## src/hw/rtl/nce_pkg.sv

```systemverilog
//------------------------------------------------------------------------------
// nce_pkg
// Shared types and constants for the LFSR noise channel with envelope.
//------------------------------------------------------------------------------
`default_nettype none

package nce_pkg;

  // Period timer width; the reload saturates at the largest positive value.
  localparam int TIMER_BITS = 25;

  localparam int DIV_W      = 8;
  localparam int DIV_COUNT  = 8;
  localparam int DIV_SEL_W  = $clog2(DIV_COUNT);
  localparam int SHIFT_W    = 4;
  localparam int PERIOD_W   = DIV_W + (1 << SHIFT_W) - 1;
  localparam int LFSR_W     = 15;
  localparam int LEN_W      = 7;
  localparam int VOL_W      = 4;
  localparam int ENV_PER_W  = 3;
  localparam int ENV_CNT_W  = 8;
  localparam int DATA_W     = 8;

  localparam int CFG_DATA_W = 32;
  localparam int CFG_ADDR_W = 5;

  localparam logic [LEN_W-1:0]  LEN_FULL = LEN_W'(64);
  localparam logic [VOL_W-1:0]  VOL_MAX  = VOL_W'(15);
  localparam logic [LFSR_W-1:0] LFSR_SEED = {LFSR_W{1'b1}};

  localparam logic [DIV_W-1:0] DIV_RESET [DIV_COUNT] = '{
    8'd8, 8'd16, 8'd32, 8'd48, 8'd64, 8'd80, 8'd96, 8'd112
  };

  typedef enum logic [1:0] {
    OP_WRITE    = 2'd0,
    OP_ADVANCE  = 2'd1,
    OP_LENGTH   = 2'd2,
    OP_ENVELOPE = 2'd3
  } op_t;

  typedef enum logic [1:0] {
    REG_LENGTH   = 2'd0,
    REG_ENVELOPE = 2'd1,
    REG_CLOCK    = 2'd2,
    REG_CONTROL  = 2'd3
  } reg_t;

  typedef enum logic [1:0] {
    ST_IDLE,
    ST_EXEC,
    ST_STEP,
    ST_RESULT
  } state_t;

  typedef struct packed {
    op_t               op;
    reg_t              reg_index;
    logic [DATA_W-1:0] write_data;
    logic [DATA_W-1:0] cycle_count;
  } item_t;

  typedef struct packed {
    logic [VOL_W-1:0] level;
    logic             active;
  } result_t;

  typedef struct packed {
    logic [SHIFT_W-1:0]   shift_amount;
    logic [DIV_SEL_W-1:0] divisor_select;
  } clk_sel_t;

endpackage

`default_nettype wire

```

## src/hw/rtl/nce_cfg.sv

```systemverilog
//------------------------------------------------------------------------------
// nce_cfg
// Divisor register file on the APB port and the registered timer reload.
//------------------------------------------------------------------------------
`default_nettype none

module nce_cfg
  import nce_pkg::*;
(
  input  wire logic                  clk,
  input  wire logic                  rst,
  input  wire logic                  psel,
  input  wire logic                  penable,
  input  wire logic                  pwrite,
  input  wire logic [CFG_ADDR_W-1:0] paddr,
  input  wire logic [CFG_DATA_W-1:0] pwdata,
  output logic      [CFG_DATA_W-1:0] prdata,
  output logic                       pready,
  input  wire clk_sel_t              sel,
  output logic      [TIMER_BITS-1:0] reload
);

  localparam logic [31:0] TIMER_CAP = 32'((64'd1 << (TIMER_BITS - 1)) - 64'd1);

  logic [DIV_W-1:0]     divisor [DIV_COUNT];
  logic [DIV_SEL_W-1:0] widx;
  logic                 wr_en;
  logic [PERIOD_W-1:0]  period;
  logic [31:0]          period_ext;
  logic [31:0]          period_sat;

  assign pready = 1'b1;
  assign widx   = paddr[DIV_SEL_W+1:2];
  assign wr_en  = psel && penable && pwrite && pready;
  assign prdata = CFG_DATA_W'(divisor[widx]);

  always_ff @(posedge clk) begin
    if (rst) begin
      for (int i = 0; i < DIV_COUNT; i++) begin
        divisor[i] <= DIV_RESET[i];
      end
    end else if (wr_en) begin
      divisor[widx] <= pwdata[DIV_W-1:0];
    end
  end

  // Period = divisor << shift, saturated to the timer range, never zero.
  assign period     = PERIOD_W'(divisor[sel.divisor_select]) << sel.shift_amount;
  assign period_ext = 32'(period);

  always_comb begin
    if (period_ext > TIMER_CAP) begin
      period_sat = TIMER_CAP;
    end else if (period_ext == 32'd0) begin
      period_sat = 32'd1;
    end else begin
      period_sat = period_ext;
    end
  end

  always_ff @(posedge clk) begin
    reload <= period_sat[TIMER_BITS-1:0];
  end

endmodule

`default_nettype wire

```

## src/hw/rtl/nce_core.sv

```systemverilog
//------------------------------------------------------------------------------
// nce_core
// Channel state, item sequencer and the shared period-timer adder.
//------------------------------------------------------------------------------
`default_nettype none

module nce_core
  import nce_pkg::*;
(
  input  wire logic                  clk,
  input  wire logic                  rst,
  input  wire logic                  in_valid,
  input  wire item_t                 in_item,
  output logic                       in_ready,
  input  wire logic [TIMER_BITS-1:0] reload,
  output clk_sel_t                   sel,
  output logic                       done,
  input  wire logic                  out_free,
  output result_t                    result
);

  state_t state;
  state_t state_next;

  item_t                        item;
  logic [LFSR_W-1:0]            shift_reg;
  logic signed [TIMER_BITS-1:0] period_timer;
  logic [LEN_W-1:0]             length_left;
  logic                         length_on;
  logic                         chan_enabled;
  logic                         converter_on;
  logic [SHIFT_W-1:0]           shift_amount;
  logic                         short_mode;
  logic [DIV_SEL_W-1:0]         divisor_select;
  logic [VOL_W-1:0]             volume_now;
  logic [VOL_W-1:0]             volume_start;
  logic                         env_up;
  logic [ENV_PER_W-1:0]         env_period;
  logic [ENV_CNT_W-1:0]         env_countdown;

  logic signed [TIMER_BITS-1:0] operand;
  logic signed [TIMER_BITS-1:0] sum;
  logic                         timer_expired;
  logic [ENV_CNT_W-1:0]         env_dec;
  logic                         restart_on;
  logic                         env_on;
  logic                         active;

  function automatic logic [LFSR_W-1:0] lfsr_step(input logic [LFSR_W-1:0] s,
                                                  input logic short_fb);
    logic              fb;
    logic [LFSR_W-1:0] n;
    fb = s[0] ^ s[1];
    n  = {fb, s[LFSR_W-1:1]};
    if (short_fb) begin
      n[6] = fb;
    end
    return n;
  endfunction

  assign sel.shift_amount   = shift_amount;
  assign sel.divisor_select = divisor_select;

  // One adder: subtract the cycle count on entry, add the reload on each step.
  assign operand       = (state == ST_EXEC) ? -$signed(TIMER_BITS'(item.cycle_count))
                                            : $signed(reload);
  assign sum           = period_timer + operand;
  assign timer_expired = period_timer[TIMER_BITS-1] || (period_timer == '0);

  assign env_dec    = env_countdown - ENV_CNT_W'(1);
  assign restart_on = (volume_start != '0) || env_up;
  assign env_on     = |item.write_data[7:3];

  assign in_ready = (state == ST_IDLE);
  assign done     = (state == ST_RESULT);
  assign active   = chan_enabled && converter_on;
  assign result.active = active;
  assign result.level  = (active && !shift_reg[0]) ? volume_now : '0;

  always_ff @(posedge clk) begin
    if (rst) begin
      state <= ST_IDLE;
    end else begin
      state <= state_next;
    end
  end

  always_comb begin
    state_next = state;
    unique case (state)
      ST_IDLE: begin
        if (in_valid) begin
          state_next = ST_EXEC;
        end
      end
      ST_EXEC: begin
        state_next = (item.op == OP_ADVANCE) ? ST_STEP : ST_RESULT;
      end
      ST_STEP: begin
        if (!timer_expired) begin
          state_next = ST_RESULT;
        end
      end
      ST_RESULT: begin
        if (out_free) begin
          state_next = ST_IDLE;
        end
      end
      default: state_next = ST_IDLE;
    endcase
  end

  always_ff @(posedge clk) begin
    if (state == ST_IDLE && in_valid) begin
      item <= in_item;
    end
  end

  always_ff @(posedge clk) begin
    if (rst) begin
      shift_reg      <= LFSR_SEED;
      period_timer   <= '0;
      length_left    <= '0;
      length_on      <= 1'b0;
      chan_enabled   <= 1'b0;
      converter_on   <= 1'b0;
      shift_amount   <= '0;
      short_mode     <= 1'b0;
      divisor_select <= '0;
      volume_now     <= '0;
      volume_start   <= '0;
      env_up         <= 1'b0;
      env_period     <= '0;
      env_countdown  <= '0;
    end else begin
      unique case (state)
        ST_EXEC: begin
          unique case (item.op)
            OP_WRITE: begin
              unique case (item.reg_index)
                REG_LENGTH: begin
                  length_left <= LEN_FULL - {1'b0, item.write_data[5:0]};
                end
                REG_ENVELOPE: begin
                  converter_on <= env_on;
                  if (!env_on) begin
                    chan_enabled <= 1'b0;
                  end
                  volume_start <= item.write_data[7:4];
                  env_up       <= item.write_data[3];
                  env_period   <= item.write_data[2:0];
                end
                REG_CLOCK: begin
                  shift_amount   <= item.write_data[7:4];
                  short_mode     <= item.write_data[3];
                  divisor_select <= item.write_data[2:0];
                end
                REG_CONTROL: begin
                  length_on <= item.write_data[6];
                  if (item.write_data[7]) begin
                    if (length_left == '0) begin
                      length_left <= LEN_FULL;
                    end
                    period_timer  <= $signed(reload);
                    shift_reg     <= LFSR_SEED;
                    volume_now    <= volume_start;
                    env_countdown <= ENV_CNT_W'(env_period);
                    converter_on  <= restart_on;
                    chan_enabled  <= restart_on;
                  end
                end
                default: ;
              endcase
            end
            OP_ADVANCE: begin
              period_timer <= sum;
            end
            OP_LENGTH: begin
              if (length_on && length_left != '0) begin
                length_left <= length_left - LEN_W'(1);
                if (length_left == LEN_W'(1)) begin
                  chan_enabled <= 1'b0;
                end
              end
            end
            OP_ENVELOPE: begin
              if (env_period != '0) begin
                if (env_dec == '0) begin
                  env_countdown <= ENV_CNT_W'(env_period);
                  if (env_up) begin
                    if (volume_now != VOL_MAX) begin
                      volume_now <= volume_now + VOL_W'(1);
                    end
                  end else if (volume_now != '0) begin
                    volume_now <= volume_now - VOL_W'(1);
                  end
                end else begin
                  env_countdown <= env_dec;
                end
              end
            end
            default: ;
          endcase
        end
        ST_STEP: begin
          // Reload and clock the LFSR once per expired period.
          if (timer_expired) begin
            period_timer <= sum;
            shift_reg    <= lfsr_step(shift_reg, short_mode);
          end
        end
        default: ;
      endcase
    end
  end

  a_timer_idle_nonneg: assert property (@(posedge clk) disable iff (rst)
    (state == ST_IDLE) |-> !period_timer[TIMER_BITS-1])
    else $error("period timer negative while idle");

  a_length_range: assert property (@(posedge clk) disable iff (rst)
    length_left <= LEN_FULL)
    else $error("length counter above full length");

  a_enable_needs_converter: assert property (@(posedge clk) disable iff (rst)
    chan_enabled |-> converter_on)
    else $error("channel enabled with converter off");

  a_result_holds: assert property (@(posedge clk) disable iff (rst)
    (state == ST_RESULT && !out_free) |=> (state == ST_RESULT))
    else $error("result dropped while output register busy");

endmodule

`default_nettype wire

```

## src/hw/rtl/noise_channel_lfsr_envelope_top.sv

```systemverilog
//------------------------------------------------------------------------------
// noise_channel_lfsr_envelope_top
// Noise sound channel: 15-bit LFSR, period timer, length counter, envelope.
//------------------------------------------------------------------------------
// Usage:
//   Slave stream carries one command word per handshake: tuser selects the
//   operation (register write, advance, length tick, envelope tick) and the
//   register, tdata carries the written byte and the cycle count.
//   Master stream returns one word per command: the output level and the
//   active flag as they stand after the command.
//   The APB port holds the eight divisor registers (byte address 4*i);
//   write them only while the channel is idle.
// Timing:
//   A register write or tick is accepted in idle, executed, then held in the
//   result state until the output register is free. An advance also runs
//   the step state, clocking the LFSR once per expired period (up to 32
//   times with the default shortest period of 8, up to 256 with period 1);
//   the single timer adder handles one reload per cycle. The reload value is
//   registered, so it follows a clock register or divisor write in the cycle after.
// Reset: rst clears all channel state, seeds the LFSR with all ones and
//   restores the default divisors. No clearing pass is needed.
// Stall: the result waits in the output register; the next command is
//   accepted meanwhile, and its result holds until the register frees.
//------------------------------------------------------------------------------
`default_nettype none

module noise_channel_lfsr_envelope_top
  import nce_pkg::*;
(
  input  wire logic                  clk,
  input  wire logic                  rst,
  // slave stream
  input  wire logic                  s_tvalid,
  output logic                       s_tready,
  input  wire logic [15:0]           s_tdata,  // write_data[7:0], cycle_count[15:8]
  input  wire logic [3:0]            s_tuser,  // op[1:0], reg_index[3:2]
  // master stream
  output logic                       m_tvalid,
  input  wire logic                  m_tready,
  output logic      [7:0]            m_tdata,  // level[3:0], active[4], zero[7:5]
  // APB configuration
  input  wire logic                  psel,
  input  wire logic                  penable,
  input  wire logic                  pwrite,
  input  wire logic [CFG_ADDR_W-1:0] paddr,
  input  wire logic [CFG_DATA_W-1:0] pwdata,
  output logic      [CFG_DATA_W-1:0] prdata,
  output logic                       pready
);

  item_t                  in_item;
  clk_sel_t               sel;
  logic [TIMER_BITS-1:0]  reload;
  logic                   done;
  logic                   out_free;
  result_t                result;

  // Unpack the command word.
  assign in_item.op          = op_t'(s_tuser[1:0]);
  assign in_item.reg_index   = reg_t'(s_tuser[3:2]);
  assign in_item.write_data  = s_tdata[7:0];
  assign in_item.cycle_count = s_tdata[15:8];

  // Output register is free when empty or being drained this cycle.
  assign out_free = !m_tvalid || m_tready;

  nce_cfg u_cfg (
    .clk     (clk),
    .rst     (rst),
    .psel    (psel),
    .penable (penable),
    .pwrite  (pwrite),
    .paddr   (paddr),
    .pwdata  (pwdata),
    .prdata  (prdata),
    .pready  (pready),
    .sel     (sel),
    .reload  (reload)
  );

  nce_core u_core (
    .clk      (clk),
    .rst      (rst),
    .in_valid (s_tvalid),
    .in_item  (in_item),
    .in_ready (s_tready),
    .reload   (reload),
    .sel      (sel),
    .done     (done),
    .out_free (out_free),
    .result   (result)
  );

  // Hold the result word until the receiver takes it.
  always_ff @(posedge clk) begin
    if (rst) begin
      m_tvalid <= 1'b0;
    end else if (done && out_free) begin
      m_tvalid <= 1'b1;
    end else if (m_tready) begin
      m_tvalid <= 1'b0;
    end
  end

  always_ff @(posedge clk) begin
    if (done && out_free) begin
      m_tdata <= {3'b000, result.active, result.level};
    end
  end

endmodule

`default_nettype wire

```

## config.mk

```make
export PLATFORM = sky130hd
export DESIGN_NAME = noise_channel_lfsr_envelope_top
export DESIGN_NICKNAME = d
export VERILOG_FILES = /design/src/hw/rtl/nce_pkg.sv /design/src/hw/rtl/nce_cfg.sv /design/src/hw/rtl/nce_core.sv /design/src/hw/rtl/noise_channel_lfsr_envelope_top.sv
export SDC_FILE = /design/constraint.sdc
export NUM_CORES = 1
export LEC_CHECK = 0
export ABC_AREA = 1
export ABC_CLOCK_PERIOD_IN_PS = 9500
export BUFFER_PORTS_ARGS = -buffer_cell sky130_fd_sc_hd__buf_2
export CAP_MARGIN = 20
export CORE_MARGIN = 10
export CORE_UTILIZATION = 65
export DETAILED_ROUTE_END_ITERATION = 7
export MAX_ROUTING_LAYER = met4
export PLACE_DENSITY = 0.86
export REMOVE_ABC_BUFFERS = 1
export SLEW_MARGIN = 20
export SYNTH_ARGS = -nofsm -noshare
export SYNTH_HDL_FRONTEND = slang
export SYNTH_SLANG_ARGS = --single-unit
```

## constraint.sdc

```tcl
create_clock -name clk -period 9.5 [get_ports clk]
set_input_delay 0.95 -clock clk [delete_from_list [all_inputs] [get_ports clk]]
set_output_delay 0.95 -clock clk [all_outputs]
set_load 0.02 [all_outputs]
```

==> results of run 1 <==
## per-layer routing
| metal | up-vias | track usage | share of wire |
|---|---|---|---|
| met4 | 0 | 0.114 | 0.039 |
| met5 | - | - | 0 |
| met1 | 4742 | 0.309 | 0.41 |
| met3 | 83 | 0.0370 | 0.085 |
| met2 | 537 | 0.404 | 0.47 |
| li1 | 5030 | - | - |
## how the worst max path moves through the flow
stage | slack, ns | endpoint
2_1_floorplan | 6.41 | u_core.period_timer[20]$_SDFFE_PP0P_
3_3_place_gp | 5.72 | prdata[2]
3_5_place_dp | 5.71 | prdata[2]
4_1_cts | 5.72 | prdata[2]
5_1_grt | 5.43 | u_core.period_timer[21]$_SDFFE_PP0P_
6_report | 5.68 | prdata[2]
## cell type report
cell class / instances / area (sq um) / share of cell area
Clock buffer: 17 / 425 / 0.0348
Clock inverter: 15 / 145 / 0.0119
Inverter: 220 / 826 / 0.0676
Multi-Input combinational cell: 1049 / 5400 / 0.442
Sequential cell: 196 / 4810 / 0.394
Tap cell: 225 / 282 / 0.0231
Timing Repair Buffer: 60 / 320 / 0.0262
## logic make-up (layout without fill, tap and decap cells)
logic type,after synthesis,count (layout),synth area share
buf+inv,292,312,0.110
fa+ha+maj,45,45,0.0509
compound gates,313,313,0.158
flops,196,196,0.424
simple gates,641,641,0.239
other cells,2,28,0.000661
xor+xnor,22,22,0.0170
## cells in the mapped netlist (23+ instances only)
library cell    n
clkbuf_1       23
inv_1         212
o22ai_1        31
nor2_1        182
a21oi_1       111
buf_4          30
o21ai_0       103
nand2_1       295
nand3_1        97
ha_1           43
dfxtp_1       107
edfxtp_1       89
## worst max-delay path: stages
cell	delay (ns)
buf_2	0.12
inv_1	0.09
nor3_1	0.78
inv_1	0.28
o22ai_1	0.23
a221oi_1	0.10
o2111ai_1	0.11
buf_2	0.21
## per-stage QoR
stage               cells  hold WS [ns]  total power, uW  cell area [sq um]
floorplan            1465         0.427             1930              11000
global placement     1750         0.450             2210              11600
detailed placement   1750         0.456             2240              11600
CTS                  1782         0.467             2940              12200
global route         1782         0.507             3160              12200
finish               1782         0.467             2960              12200
## power by group
part           internal [uW]  switching (uW)  leakage (uW)
Combinational            387             789       0.00338
Sequential               998            84.6       0.00172
Clock                    367             334      0.000272
==> results.json, run 1 <==
{
  "dr_total_vias": 10400,
  "die-width_um": 152,
  "r2r_slack_ns": 5.91,
  "tightest_slew_ns": 0.973,
  "synth.distinct_cells": 51,
  "hold_end": "u_core.period_timer[24]$_SDFFE_PP0P_",
  "hold_violations": 0,
  "post_cts_buffers": 0,
  "syn_inst": 1511,
  "insertedDiodeCount": 0,
  "rows": 48,
  "synth_area_sq_um": 11400,
  "worstSetupPathType": "input port to primary output",
  "fmax_mhz": 262,
  "setup_ws_ns": 5.68,
  "wl_per_cell_um": 16.5,
  "synth_top_cell_area_share": 0.235,
  "synth_area_leaders": "edfxtp_1, dfxtp_1, nand2_1",
  "synth-edff-count": 89,
  "seq_area_frac_synth": 0.424,
  "async_flop_share": 0,
  "initial_utilization": 0.659,
  "grt_pass1_vias": 9936,
  "wl_mm": 29.3,
  "arrival_ns": 2.87,
  "io_pins": 107,
  "synth_top_cell_by_area": "edfxtp_1",
  "insertion_delay_ns": 0.44,
  "cts_buffer_depth": 2,
  "synth_seq_cells": 196,
  "yosysWarnings": 0,
  "setup_tns_ns": 0,
  "run_status": "complete, no violations",
  "mostFrequentLayoutCells": "nand2_1, inv_1, nor2_1, a21oi_1, dfxtp_1",
  "largest_reg_flops": 64,
  "grt_max_degree": 44,
  "critPathMaxFanout": 6,
  "syn_to_final_growth_pct": 7.49,
  "startpoint": "paddr[2]",
  "vias_per_cell": 5.83,
  "drc": 0,
  "reg_top3": "u_cfg.divisor (64), u_core.period_timer (25), u_cfg.reload (23)",
  "antenna_found_initial": 0,
  "grt_use_total": 0.252,
  "dp_hpwl_mm": 21.4,
  "post-place-ws_ns": 5.71,
  "ctsHoldBuffers": 0,
  "cts_buffers": 17,
  "r2r_start": "u_core.item[0]$_DFFE_PP_",
  "end_kind": "primary output",
  "ctsResizeCount": 0,
  "dieArea_sq_um": 23200,
  "coreArea_sq_um": 17200,
  "clock-sinks": 196,
  "fillerInstances": 1379,
  "cp.required_ns": 8.55,
  "cap_violations": 0,
  "drt_iter0_drc": 1191,
  "htreeDepth": 4,
  "io_buffers": 52,
  "place_congestion": 0.975,
  "synth-main-ff-cell": "dfxtp_1",
  "r2r_end": "u_core.period_timer[17]$_SDFFE_PP0P_",
  "grt_pass1_wl_mm": 47.9,
  "tritoncts": "yes",
  "holdCritStartpoint": "u_core.period_timer[24]$_SDFFE_PP0P_",
  "timing.final.crit_share": 0.402,
  "hold_path_class": "flip-flop to flip-flop",
  "r2r_cells": 20,
  "root_buffer": "clkbuf_16",
  "drtPass1Iterations": 6,
  "p_leak_uw": 0.00537,
  "period_minus_slack_ns": 3.82,
  "drv_slew": 0,
  "clk_pin_slew_ns": 0.07,
  "layout_commonest_cell": "nand2_1",
  "worst_setup_path_start_kind": "input port",
  "layout-drive-gt1-share": 0.0764,
  "gr-total-overflow": 0,
  "ir_worst_vdd_v": 0.000167,
  "rsz0062_at_grt": "false",
  "setup_violations": 0,
  "finClkSkew_ns": 0.0108,
  "avgSynthCellArea_sq_um": 7.52,
  "detail-route-antenna-nets": 0,
  "power_density_nw_per_um2": 242,
  "slew_headroom": 0.351,
  "finalNetCount": 1653,
  "die_h_um": 152,
  "final_util": 0.708,
  "regMostFlops": "u_cfg.divisor",
  "whs_path_depth": 2
}
Power figures use the tool's default switching activity.
==> run 2: changes to the inputs <==
- ABC_AREA: 1 -> 0
- ABC_CLOCK_PERIOD_IN_PS: 9500 -> 3450
- CORE_UTILIZATION: 65 -> 54
- PLACE_DENSITY: 0.86 -> 0.77
- clock period: 9.5 -> 3.45 ns (I/O delays scaled with it)
==> run 2 against run 1 <==
Net effect: the run now ends with negative setup slack left; worst setup slack worse by 6.0 ns; register-to-register slack worse by 6.2 ns; critical path depth grew 6; core utilization is 5.3 points lower; clock skew rose by 0.014 ns; die area rose by 17%; via count is 9.9% lower; combinational power rose to 3.7 times the previous value; sequential power grew to 2.8 times the previous value; hold slack worse by 0.40 ns; cell count shrank 12%; global-route usage fell by 2.9 points; largest cell class unchanged.
==> results.json, run 2 <==
{
  "run_status": "finished with violations",
  "regMostFlops": "u_cfg.divisor",
  "die-width_um": 165,
  "synth.distinct_cells": 76,
  "seq_area_frac_synth": 0.426,
  "grt_pass1_wl_mm": 47.2,
  "avgSynthCellArea_sq_um": 9.58,
  "arrival_ns": 4.06,
  "wl_mm": 29.8,
  "cts_buffer_depth": 2,
  "initial_utilization": 0.554,
  "power_density_nw_per_um2": 701,
  "vias_per_cell": 5.95,
  "clk_pin_slew_ns": 0.08,
  "die_h_um": 165,
  "critPathMaxStageDelay_ns": 0.58,
  "place_congestion": 0.918,
  "stdcell_area_sq_um": 13400,
  "io_buffers": 52,
  "yosysWarnings": 0,
  "io_pins": 107,
  "layout_commonest_cell": "nand2_1",
  "setup_violations": 13,
  "wl_per_cell_um": 18.9,
  "htreeDepth": 4,
  "timing.final.crit_share": 1.08,
  "drv_slew": 0,
  "synth_seq_cells": 196,
  "async_flop_share": 0,
  "p_leak_uw": 0.00505,
  "synth_top_cell_area_share": 0.236,
  "crit_family": "simple AND/OR/NAND/NOR gates",
  "rsz0062_at_grt": "true",
  "clock-sinks": 196,
  "critPathMaxFanout": 7,
  "r2r_end": "u_core.period_timer[22]$_SDFFE_PP0P_",
  "layout-drive-gt1-share": 0.242,
  "finClkSkew_ns": 0.0247,
  "reg_top3": "u_cfg.divisor (64), u_core.period_timer (25), u_cfg.reload (23)",
  "r2r_slack_ns": -0.27,
  "synth_area_sq_um": 11300,
  "ir_worst_vdd_v": 0.000396,
  "setup_ws_ns": -0.275,
  "worst_setup_path_start_kind": "flip-flop",
  "end_kind": "flip-flop",
  "insertion_delay_ns": 0.45,
  "netlist_top_cells_count": "nand2_1, nor2_1, dfxtp_1, edfxtp_1, a21oi_1",
  "fin_hold_ws_ns": 0.0713,
  "multi_input_area_sq_um": 6420,
  "worstSetupPathType": "flip-flop to flip-flop",
  "synth-main-ff-cell": "dfxtp_1",
  "insertedDiodeCount": 0,
  "rows": 52,
  "post-place-ws_ns": -0.667,
  "dp_hpwl_mm": 20.4,
  "slew_headroom": 0.294,
  "power.total_uw": 9380,
  "syn_to_final_growth_pct": 18.3,
  "detail-route-antenna-nets": 0,
  "dr_total_vias": 9368,
  "final_util": 0.655,
  "tritoncts": "yes",
  "r2r_start": "u_core.item[6]$_DFFE_PP_",
  "finalNetCount": 1400,
  "fmax_mhz": 268,
  "synth_top_cell_by_area": "edfxtp_1",
  "r2r_cells": 14,
  "drt_iter0_drc": 917,
  "mostFrequentLayoutCells": "nand2_1, dfxtp_1, nor2_1, buf_4, edfxtp_1",
  "grt_use_total": 0.223,
  "drtPass1Iterations": 5,
  "whs_path_depth": 1,
  "cts_buffers": 17,
  "critPathBufInv": 2,
  "gr-total-overflow": 0,
  "holdCritStartpoint": "s_tdata[3]",
  "root_buffer": "clkbuf_16",
  "synth_area_leaders": "edfxtp_1, dfxtp_1, ha_1",
  "tightest_slew_ns": 1.06,
  "cap_violations": 0,
  "seq_area_sq_um": 4810,
  "hold_violations": 0,
  "grt_pass1_vias": 9174,
  "syn_inst": 1181,
  "period_minus_slack_ns": 3.72,
  "hold_path_class": "input port to flip-flop",
  "cpMaxStageDelayCell": "or4_4",
  "largest_reg_flops": 64,
  "dieArea_sq_um": 27100,
  "place_area_sq_um": 12300,
  "grt_max_degree": 80,
  "synth-edff-count": 89,
  "yosysMostFrequentCell": "nand2_1",
  "coreArea_sq_um": 20400,
  "failed_checks": "negative setup slack",
  "hold_end": "u_core.item[11]$_DFFE_PP_",
  "cp.required_ns": 3.79,
  "drc": 0,
  "fillerInstances": 1570,
  "path_cells": "or4_4, o31ai_2, buf_4, o21ai_0, ha_1, nand3_1, or4_4, a2111oi_4, buf_4, a2111oi_4, nor2_2, xor2_1, nand2_1, a311oi_2",
  "antenna_found_initial": 0
}
[run 2: changes by cell type after synthesis, sizes merged, moves of 28 or more]
cell,before,now
mux2,0,30
inv,216,39
and2,0,62
nor2,183,109
nand3,108,22
a21oi,111,64
clkbuf,24,52
o21ai,106,53
nand2,296,126
[run 2: worst max path at each step]
stage                                         from                                   end  slack (ns)  cells past startpoint
after global routing      u_core.item[4]$_DFFE_PP_  u_core.period_timer[22]$_SDFFE_PP0P_       -0.44                     14
after detailed placement  u_core.item[6]$_DFFE_PP_  u_core.period_timer[24]$_SDFFE_PP0P_       -0.67                     14
after CTS                 u_core.item[4]$_DFFE_PP_  u_core.period_timer[24]$_SDFFE_PP0P_       -0.23                     14
final                     u_core.item[6]$_DFFE_PP_  u_core.period_timer[22]$_SDFFE_PP0P_       -0.27                     14
after floorplan           u_core.item[5]$_DFFE_PP_  u_core.period_timer[24]$_SDFFE_PP0P_       -0.89                     12
after global placement    u_core.item[6]$_DFFE_PP_  u_core.period_timer[24]$_SDFFE_PP0P_       -0.45                     14
[run 2: report_power, final]
group / internal (uW) / switching [uW] / leakage, uW
combinational: 1920 / 2450 / 0.00303
sequential: 2710 / 259 / 0.00172
clock: 998 / 1040 / 0.000297
total: 5630 / 3750 / 0.00505
[run 2: layout make-up]
cell class | count | area share
Sequential cell | 196 | 0.360
Tap cell | 270 | 0.0253
Timing Repair Buffer | 153 | 0.0778
Inverter | 40 | 0.0112
Multi-Input combinational cell | 883 | 0.480
Clock buffer | 17 | 0.0318
Clock inverter | 15 | 0.0141
[run 2: through the flow]
stage	setup TNS, ns	std cells
floorplan	-5.43	1119
detailed placement	-4.21	1536
global route	-3.70	1574
finish	-1.72	1574
CTS	-1.23	1572
global placement	-2.42	1536
[run 2: logic make-up after synthesis]
kind of cell | after synthesis | synth area share
flops | 196 | 0.426
compound gates | 252 | 0.146
other cells | 2 | 0.000664
fa+ha+maj | 45 | 0.0511
simple gates | 454 | 0.198
buf+inv | 128 | 0.0544
xor+xnor | 29 | 0.0225
mux | 75 | 0.102
[run 2: per-layer routing]
metal	wire (um)	vias to the layer above	GRT usage
li1	-	4448	-
met1	12800	4530	0.281
met2	14800	352	0.366
met4	429	0	0.0560
met5	0	-	-
met3	1800	38	0.0376
[run 2: what timing repair did]
action | in CTS | in global routing
setup buffers | 5 | 2
pin swaps | 33 | 26
hold buffers | 0 | 0
gates resized for setup | 48 | 43
endpoints found under the setup margin | 14 | 17
[run 2: worst register-to-register path: stages, from the launching register on]
cell	delay, ns
edfxtp_1	0.42
or4_4	0.57
o31ai_2	0.20
buf_4	0.20
o21ai_0	0.11
ha_1	0.31
nand3_1	0.12
or4_4	0.58
a2111oi_4	0.23
buf_4	0.19
a2111oi_4	0.04
nor2_2	0.14
xor2_1	0.16
nand2_1	0.08
a311oi_2	0.28
